File: config.mk
export PLATFORM = sky130hd
export DESIGN_NAME = capture_tachometer_with_timeout
export DESIGN_NICKNAME = d
export VERILOG_FILES = /design/src/hdl/ctt_pkg.sv /design/src/hdl/capture_tachometer_with_timeout.sv
export VERILOG_INCLUDE_DIRS = /design/src /design/src/hdl
export SDC_FILE = /design/constraint.sdc
export NUM_CORES = 1
export LEC_CHECK = 0
export BUFFER_PORTS_ARGS = -buffer_cell sky130_fd_sc_hd__buf_2
export CAP_MARGIN = 20
export CORE_MARGIN = 3
export CORE_UTILIZATION = 37
export CTS_CLUSTER_DIAMETER = 50
export DETAILED_ROUTE_END_ITERATION = 8
export PLACE_DENSITY_LB_ADDON = 0.05
export SLEW_MARGIN = 20
export SYNTH_ARGS = -nofsm -noshare
export SYNTH_HDL_FRONTEND = slang
export SYNTH_SLANG_ARGS = --single-unit
File: constraint.sdc
create_clock -name clk -period 18.7 [get_ports clk]
set_clock_uncertainty 0.1 [all_clocks]
set_input_delay 1.87 -clock clk [delete_from_list [all_inputs] [get_ports clk]]
set_output_delay 1.87 -clock clk [all_outputs]
set_load 0.005 [all_outputs]
File: src/hdl/capture_tachometer_with_timeout_assert.svh
// Assertion macros for the capture tachometer.
// Used by capture_tachometer_with_timeout.sv; needs clk and rst_n in scope.
`ifndef CAPTURE_TACHOMETER_WITH_TIMEOUT_ASSERT_SVH
`define CAPTURE_TACHOMETER_WITH_TIMEOUT_ASSERT_SVH
`ifndef SYNTHESIS
// Same-cycle implication, checked outside reset
`define CTT_ASSERT_NOW(lbl, ante, cons) \
  lbl: assert property (@(posedge clk) disable iff (!rst_n) (ante) |-> (cons)) \
    else $error("tachometer check failed");
// Next-cycle implication, checked outside reset
`define CTT_ASSERT_NEXT(lbl, ante, cons) \
  lbl: assert property (@(posedge clk) disable iff (!rst_n) (ante) |=> (cons)) \
    else $error("tachometer check failed");
`else
`define CTT_ASSERT_NOW(lbl, ante, cons)
`define CTT_ASSERT_NEXT(lbl, ante, cons)
`endif
`endif

File: src/hdl/ctt_pkg.sv
// Shared widths, reset values and codes for the capture tachometer.
// No dependencies; imported by capture_tachometer_with_timeout.
`default_nettype none
package ctt_pkg;

  // Field and register widths
  localparam int CAP_W   = 16;
  localparam int MIN_W   = 16;
  localparam int PPR_W   = 8;
  localparam int SPEED_W = 26;
  localparam int TO_W    = 8;
  localparam int CFG_W   = 26;
  localparam int CIDX_W  = 2;

  // Default timer width
  localparam int TIMER_BITS_DEF = 16;

  // Register reset values
  localparam logic [MIN_W-1:0]   MIN_PERIOD_RST = MIN_W'(100);
  localparam logic [PPR_W-1:0]   PPR_RST        = PPR_W'(12);
  localparam logic [SPEED_W-1:0] CPM_RST        = SPEED_W'(60000000);
  localparam logic [TO_W-1:0]    TIMEOUT_RST    = TO_W'(10);

  // Configuration register indexes
  typedef enum logic [CIDX_W-1:0] {
    CFG_MIN_PERIOD = 2'd0,
    CFG_PPR        = 2'd1,
    CFG_CPM        = 2'd2,
    CFG_TIMEOUT    = 2'd3
  } cfg_idx_t;

  // Item commands
  typedef enum logic {
    CMD_CAPTURE = 1'b0,
    CMD_TICK    = 1'b1
  } cmd_t;

  // Sequencer states
  typedef enum logic [3:0] {
    S_IDLE = 4'b0001,
    S_CALC = 4'b0010,
    S_DIV  = 4'b0100,
    S_DONE = 4'b1000
  } state_t;

endpackage
`default_nettype wire

File: src/hdl/capture_tachometer_with_timeout.sv
// Capture tachometer: speed from encoder capture periods with a stop timeout.
// Depends on ctt_pkg and capture_tachometer_with_timeout_assert.svh.
//
// Usage:
//   Input channel (in_valid/in_stall): in_command selects a capture (encoder
//   edge, in_capture_value holds the latched timer) or a periodic tick.
//   Result channel (out_valid/out_stall): one transaction per input item with
//   the current speed and flags for an accepted capture or a timeout stop.
//   Config port (cfg_we/cfg_index/cfg_wdata): write while the block is idle.
// Timing:
//   One item at a time. A tick or a rejected capture goes from S_CALC
//   straight to S_DONE; an accepted capture passes through S_DIV, where
//   the restoring divider retires one quotient bit per cycle over the
//   26-bit speed. The result is loaded into the output register as the
//   sequencer leaves S_DONE for S_IDLE.
// Reset: registers return to their default values, stored capture, speed and
//   stop counter clear, and no result is pending.
// Stall: a result holds in the output register while out_stall is high; the
//   block still takes and computes the next item, then waits in its final
//   state until the output register frees up.
`default_nettype none
`include "capture_tachometer_with_timeout_assert.svh"
module capture_tachometer_with_timeout
  import ctt_pkg::*;
#(
  parameter int TIMER_BITS = TIMER_BITS_DEF
) (
  input  wire logic               clk,
  input  wire logic               rst_n,
  // configuration port
  input  wire logic               cfg_we,
  input  wire logic [CIDX_W-1:0]  cfg_index,
  input  wire logic [CFG_W-1:0]   cfg_wdata,
  // input channel
  input  wire logic               in_valid,
  output logic                    in_stall,
  input  wire logic               in_command,
  input  wire logic [CAP_W-1:0]   in_capture_value,
  // result channel
  output logic                    out_valid,
  input  wire logic               out_stall,
  output logic [SPEED_W-1:0]      out_speed_rpm,
  output logic                    out_capture_accepted,
  output logic                    out_stopped_now
);

  // Derived widths
  localparam int TW     = TIMER_BITS;
  localparam int PW     = TW + 1;
  localparam int KW     = (TW < CAP_W) ? TW : CAP_W;
  localparam int MW     = (PW > MIN_W) ? PW : MIN_W;
  localparam int DW     = PW + PPR_W;
  localparam int CW     = (DW > SPEED_W + 1) ? DW : SPEED_W + 1;
  localparam int DCNT_W = $clog2(SPEED_W);
  localparam logic [DCNT_W-1:0] DIV_LAST = DCNT_W'(SPEED_W - 1);

  // Configuration registers
  logic [MIN_W-1:0]   min_period_r;
  logic [PPR_W-1:0]   ppr_r;
  logic [SPEED_W-1:0] cpm_r;
  logic [TO_W-1:0]    timeout_r;

  // Block state
  logic [KW-1:0]      prev_cap_r;
  logic [SPEED_W-1:0] speed_r;
  logic [TO_W-1:0]    stop_cnt_r;

  // Sequencer and item registers
  state_t             state_r;
  cmd_t               cmd_r;
  logic [KW-1:0]      cap_r;
  logic               res_acc_r;
  logic               res_stop_r;

  // Divider registers
  logic [DW-1:0]      divisor_r;
  logic [SPEED_W-1:0] rem_r;
  logic [SPEED_W-1:0] quo_r;
  logic [DCNT_W-1:0]  div_cnt_r;

  // Output register
  logic               out_valid_r;
  logic [SPEED_W-1:0] out_speed_r;
  logic               out_acc_r;
  logic               out_stop_r;

  // Combinational terms
  logic [TW-1:0]      diff;
  logic [PW-1:0]      period;
  logic               period_ok;
  logic [TO_W-1:0]    stop_cnt_inc;
  logic [CW-1:0]      trial;
  logic [CW-1:0]      trial_sub;
  logic               quo_bit;
  logic [SPEED_W-1:0] rem_nxt;
  logic [SPEED_W-1:0] quo_nxt;
  logic               in_accept;
  logic               out_free;

  assign in_accept = in_valid && !in_stall;
  assign in_stall  = (state_r != S_IDLE);
  assign out_free  = !out_valid_r || !out_stall;

  // Period since the stored capture; equal values mean a full timer wrap
  always_comb begin
    diff = TW'(cap_r) - TW'(prev_cap_r);
    if (diff == '0) begin
      period = {1'b1, {TW{1'b0}}};
    end else begin
      period = {1'b0, diff};
    end
    period_ok    = (MW'(period) >= MW'(min_period_r));
    stop_cnt_inc = stop_cnt_r + TO_W'(1);
  end

  // Restoring divide step: shift in the next dividend bit, trial subtract.
  // A zero divisor keeps every trial positive, so the quotient saturates.
  always_comb begin
    trial     = CW'({rem_r, quo_r[SPEED_W-1]});
    trial_sub = trial - CW'(divisor_r);
    quo_bit   = (trial >= CW'(divisor_r));
    rem_nxt   = quo_bit ? trial_sub[SPEED_W-1:0] : trial[SPEED_W-1:0];
    quo_nxt   = {quo_r[SPEED_W-2:0], quo_bit};
  end

  // Write configuration registers
  always_ff @(posedge clk) begin
    if (!rst_n) begin
      min_period_r <= MIN_PERIOD_RST;
      ppr_r        <= PPR_RST;
      cpm_r        <= CPM_RST;
      timeout_r    <= TIMEOUT_RST;
    end else if (cfg_we) begin
      case (cfg_idx_t'(cfg_index))
        CFG_MIN_PERIOD: min_period_r <= cfg_wdata[MIN_W-1:0];
        CFG_PPR:        ppr_r        <= cfg_wdata[PPR_W-1:0];
        CFG_CPM:        cpm_r        <= cfg_wdata[SPEED_W-1:0];
        CFG_TIMEOUT:    timeout_r    <= cfg_wdata[TO_W-1:0];
        default: ;
      endcase
    end
  end

  // Sequence one item: take it, check, multiply, divide if accepted, hand off
  always_ff @(posedge clk) begin
    if (!rst_n) begin
      state_r    <= S_IDLE;
      prev_cap_r <= '0;
      speed_r    <= '0;
      stop_cnt_r <= '0;
    end else begin
      case (state_r)
        S_IDLE: begin
          if (in_accept) begin
            state_r <= S_CALC;
          end
        end
        S_CALC: begin
          if (cmd_r == CMD_TICK) begin
            // advance the stop counter; force zero speed on timeout
            if (stop_cnt_inc >= timeout_r) begin
              speed_r    <= '0;
              stop_cnt_r <= '0;
            end else begin
              stop_cnt_r <= stop_cnt_inc;
            end
            state_r <= S_DONE;
          end else if (period_ok) begin
            state_r <= S_DIV;
          end else begin
            // drop the glitch capture, state unchanged
            state_r <= S_DONE;
          end
        end
        S_DIV: begin
          if (div_cnt_r == DIV_LAST) begin
            speed_r    <= quo_nxt;
            prev_cap_r <= cap_r;
            stop_cnt_r <= '0;
            state_r    <= S_DONE;
          end
        end
        S_DONE: begin
          if (out_free) begin
            state_r <= S_IDLE;
          end
        end
        default: state_r <= S_IDLE;
      endcase
    end
  end

  // Item, flag and divider datapath
  always_ff @(posedge clk) begin
    if (in_accept) begin
      cmd_r <= cmd_t'(in_command);
      cap_r <= in_capture_value[KW-1:0];
    end
    if (state_r == S_CALC) begin
      res_acc_r  <= (cmd_r == CMD_CAPTURE) && period_ok;
      res_stop_r <= (cmd_r == CMD_TICK) && (stop_cnt_inc >= timeout_r);
      divisor_r  <= DW'(period) * DW'(ppr_r);
      rem_r      <= '0;
      quo_r      <= cpm_r;
      div_cnt_r  <= '0;
    end else if (state_r == S_DIV) begin
      rem_r     <= rem_nxt;
      quo_r     <= quo_nxt;
      div_cnt_r <= div_cnt_r + DCNT_W'(1);
    end
  end

  // Hold the result until the receiver takes it
  always_ff @(posedge clk) begin
    if (!rst_n) begin
      out_valid_r <= 1'b0;
    end else if ((state_r == S_DONE) && out_free) begin
      out_valid_r <= 1'b1;
    end else if (!out_stall) begin
      out_valid_r <= 1'b0;
    end
  end

  always_ff @(posedge clk) begin
    if ((state_r == S_DONE) && out_free) begin
      out_speed_r <= speed_r;
      out_acc_r   <= res_acc_r;
      out_stop_r  <= res_stop_r;
    end
  end

  assign out_valid            = out_valid_r;
  assign out_speed_rpm        = out_speed_r;
  assign out_capture_accepted = out_acc_r;
  assign out_stopped_now      = out_stop_r;

  // Checks
  `CTT_ASSERT_NOW(a_flags_exclusive, out_valid_r, !(out_acc_r && out_stop_r))
  `CTT_ASSERT_NOW(a_stop_zero_speed, out_valid_r && out_stop_r, out_speed_r == '0)
  `CTT_ASSERT_NEXT(a_accept_to_calc, in_accept, state_r == S_CALC)
  `CTT_ASSERT_NEXT(a_div_runs_full, (state_r == S_DIV) && (div_cnt_r != DIV_LAST),
                   state_r == S_DIV)

endmodule
`default_nettype wire
==> results.yml <==
sta:
  timing.fmax_mhz: 127.6
  timing.hold.ws_ns: 0.3258
  tns_ns: 0
  maxSlewHeadroom: 0.2941
  finalCritPeriodShare: 0.4191
  rsz0062_at_grt: "false"
  hold_violations: 0
  finalCriticalPeriod_ns: 7.837
  slew_violations: 0
  worstMarginPinSlew_ns: 1.059
  setup_viol: 0
power_and_ir_drop:
  p_seq_frac: 0.351
  p_switching_mw: 0.5100
  combPwrFrac: 0.242
  switching_share: 0.3055
  p_int_mw: 1.159
  clkPwrFrac: 0.407
  peakVddDrop_uv: 66.22
  p_per_area_nw_per_um2: 93.30
  p_leak_nw: 8.002
finish:
  final_util: 0.4333
  layout.nets: 1987
  drive_gt1_frac: 0.1023
  synthToLayoutAreaGrowth_pct: 14.18
logic_synthesis:
  yosysMostFrequentCell: "nand2_1"
  synthCells: 1661
  yosysWarnings: 0
  synth_top_area_cell: "edfxtp_1"
  ys_types: 71
  synth_top_area_frac: 0.1878
  avgSynthCellArea_um2: 9.435
  yosysSeqAreaShare: 0.3717
  synth_ff_type: "dfxtp_1"
  synth_edf_count: 98
  async_reset_ff_frac: 0
  synth_commonest_cells: "nand2_1 (291), inv_1 (190), dfxtp_1 (144)"
  synth_seq_cells: 242
  yosys-top-cells-area: "edfxtp_1 (19%), dfxtp_1 (18%), fa_1 (12%), ha_1 (8.9%), nand2_1 (7.0%)"
  mappedNetlistNets: 1915
  synth_area_um2: 15670
die:
  io_pins: 80
  die_x_um: 211.8
  core.rowCount: 74
  initial_core_util: 0.3795
  coreArea_um2: 41290
  fp.dieArea_um2: 44860
  dieHeight_um: 211.8
global_routing:
  grt_util_all_layers: 0.1750
  grt_max_degree: 83
  grt_pass1_wl_mm: 62.54
  grt_pass1_vias: 11380
  grt.overflow.total: 0
  antenna_found_initial: 0
setup_path:
  r2r_slack_ns: 10.86
  crit_end: "divisor_r[24]$_DFFE_PP_"
  required_ns: 18.87
  startpoint_type: "register"
  worst_r2r_path_depth: 29
  arrival_ns: 8.01
  crit_slowest_cell: "fa_1"
  path_class: "reg2reg"
  crit_start: "cap_r[0]$_DFFE_PP_"
  crit_fanout: 10
  worst_path_largest_cell_delay_ns: 0.53
  endpoint_kind: "register"
  r2r_end: "divisor_r[24]$_DFFE_PP_"
  worstReg2RegStart: "cap_r[0]$_DFFE_PP_"
routing:
  viasPerCell: 5.009
  drc: 0
  drt_iter0_markers: 568
  finalWirelength_mm: 38.53
  ant_nets: 0
  wl_per_cell_um: 16.80
  first_pass_iters: 5
  num_vias: 11490
worst_hold_path:
  hold_path.class: "reg2reg"
cts:
  post_cts_buffers: 0
  ctsRootBufferMaster: "clkbuf_16"
  worstSkewPairLatency_ns: 0.55
  hold_buffers: 0
  clock_path_buffers: 3
  clock-sinks: 242
  htreeDepth: 2
  cts_resized: 0
  cts_tree: "built"
  numCtsBuffers: 35
  cts.clk_slew.worst_paths_ns: 0.06
place:
  routabilityCongestion: 0.8304
  numPortBuffers: 79
  dp_hpwl_mm: 28.00
status:
  status: "completed"
run:
  maxCapViolCount: 0
## power by group through the flow
| stage | registers [mW] | clock network [mW] | logic, mW |
|---|---|---|---|
| CTS | 0.587 | 0.700 | 0.414 |
| global route | 0.588 | 0.724 | 0.472 |
| floorplan | 0.592 | 0 | 0.313 |
| global placement | 0.598 | 0 | 0.411 |
| detailed placement | 0.598 | 0 | 0.411 |
| finish | 0.587 | 0.679 | 0.404 |
## per-layer routing
metal | track usage | routed length [µm]
met5 | 0 | 0
met4 | 0.04296 | 829
met3 | 0.03245 | 1511
met2 | 0.2715 | 17060
met1 | 0.2531 | 19130
## cells in the final DEF (no fill, tap or decap), drive strengths merged, types with 46 or more instances in the layout
cell type,n
inv,194
dfxtp,144
a21oi,57
o21ai,46
and2,110
nand2,291
buf,99
ha,112
edfxtp,98
fa,92
a21boi,59
## how the worst min path moves through the flow
stage | cells past startpoint | endpoint | start | slack (ns)
after floorplan | 0 | out_capture_accepted$_DFFE_PP_ | res_acc_r$_DFFE_PP_ | 0.30
after global placement | 0 | out_stopped_now$_DFFE_PP_ | res_stop_r$_DFFE_PP_ | 0.31
after detailed placement | 0 | out_stopped_now$_DFFE_PP_ | res_stop_r$_DFFE_PP_ | 0.31
after CTS | 0 | out_stopped_now$_DFFE_PP_ | res_stop_r$_DFFE_PP_ | 0.33
after global routing | 0 | out_stopped_now$_DFFE_PP_ | res_stop_r$_DFFE_PP_ | 0.33
final | 0 | out_stopped_now$_DFFE_PP_ | res_stop_r$_DFFE_PP_ | 0.33
## state kept, by name (all words and copies together), names as in the netlist, 4 cells and up
register,count
out_speed_rpm,26
ppr_r,8
stop_cnt_r,8
min_period_r,16
div_cnt_r,5
rem_r,26
cap_r,16
speed_r,26
prev_cap_r,16
state_r,4
quo_r,26
timeout_r,8
cpm_r,26
divisor_r,25
## layout make-up
| class | count | area [µm²] |
|---|---|---|
| clock inverters | 23 | 260.3 |
| inverters | 191 | 716.9 |
| flip-flops and latches | 242 | 5826 |
| fillers | 4129 | 23400 |
| multi-input cells | 1164 | 8922 |
| well taps | 532 | 665.6 |
| clock buffers | 41 | 950.9 |
| diodes | 1 | 2.502 |
| repair buffers | 99 | 549.3 |
## through the flow
stage	std cells	power [mW]	instance area, µm²	setup WS, ns
5_1_grt	2292	1.784	17890	10.38
4_1_cts	2292	1.700	17880	10.85
3_3_place_gp	2227	1.009	16660	10.97
2_1_floorplan	1661	0.9055	15670	11.41
3_5_place_dp	2228	1.008	16670	10.87
6_report	2293	1.669	17890	10.86
## kinds of logic (layout without fill, tap and decap cells)
logic type      Yosys count  count (layout)  share of synthesized area
simple gates            558             558                     0.1700
compound gates          321             321                     0.1431
buf+inv                 255             354                    0.06108
flops                   242             242                     0.3717
fa+ha+maj               204             204                     0.2069
xor+xnor                 64              64                    0.03625
mux                      17              17                    0.01094
other cells               0               1                          0
## critical path: cells and delay by family (launching register included)
| family | cells | cell delay [ns] |
|---|---|---|
| compound gates | 7 | 1.33 |
| xor+xnor | 2 | 0.27 |
| fa+ha+maj | 7 | 2.93 |
| buf+inv | 5 | 0.27 |
| flops | 1 | 0.38 |
| simple gates | 8 | 2.29 |
Note: power is estimated with default switching activity, not from simulation.
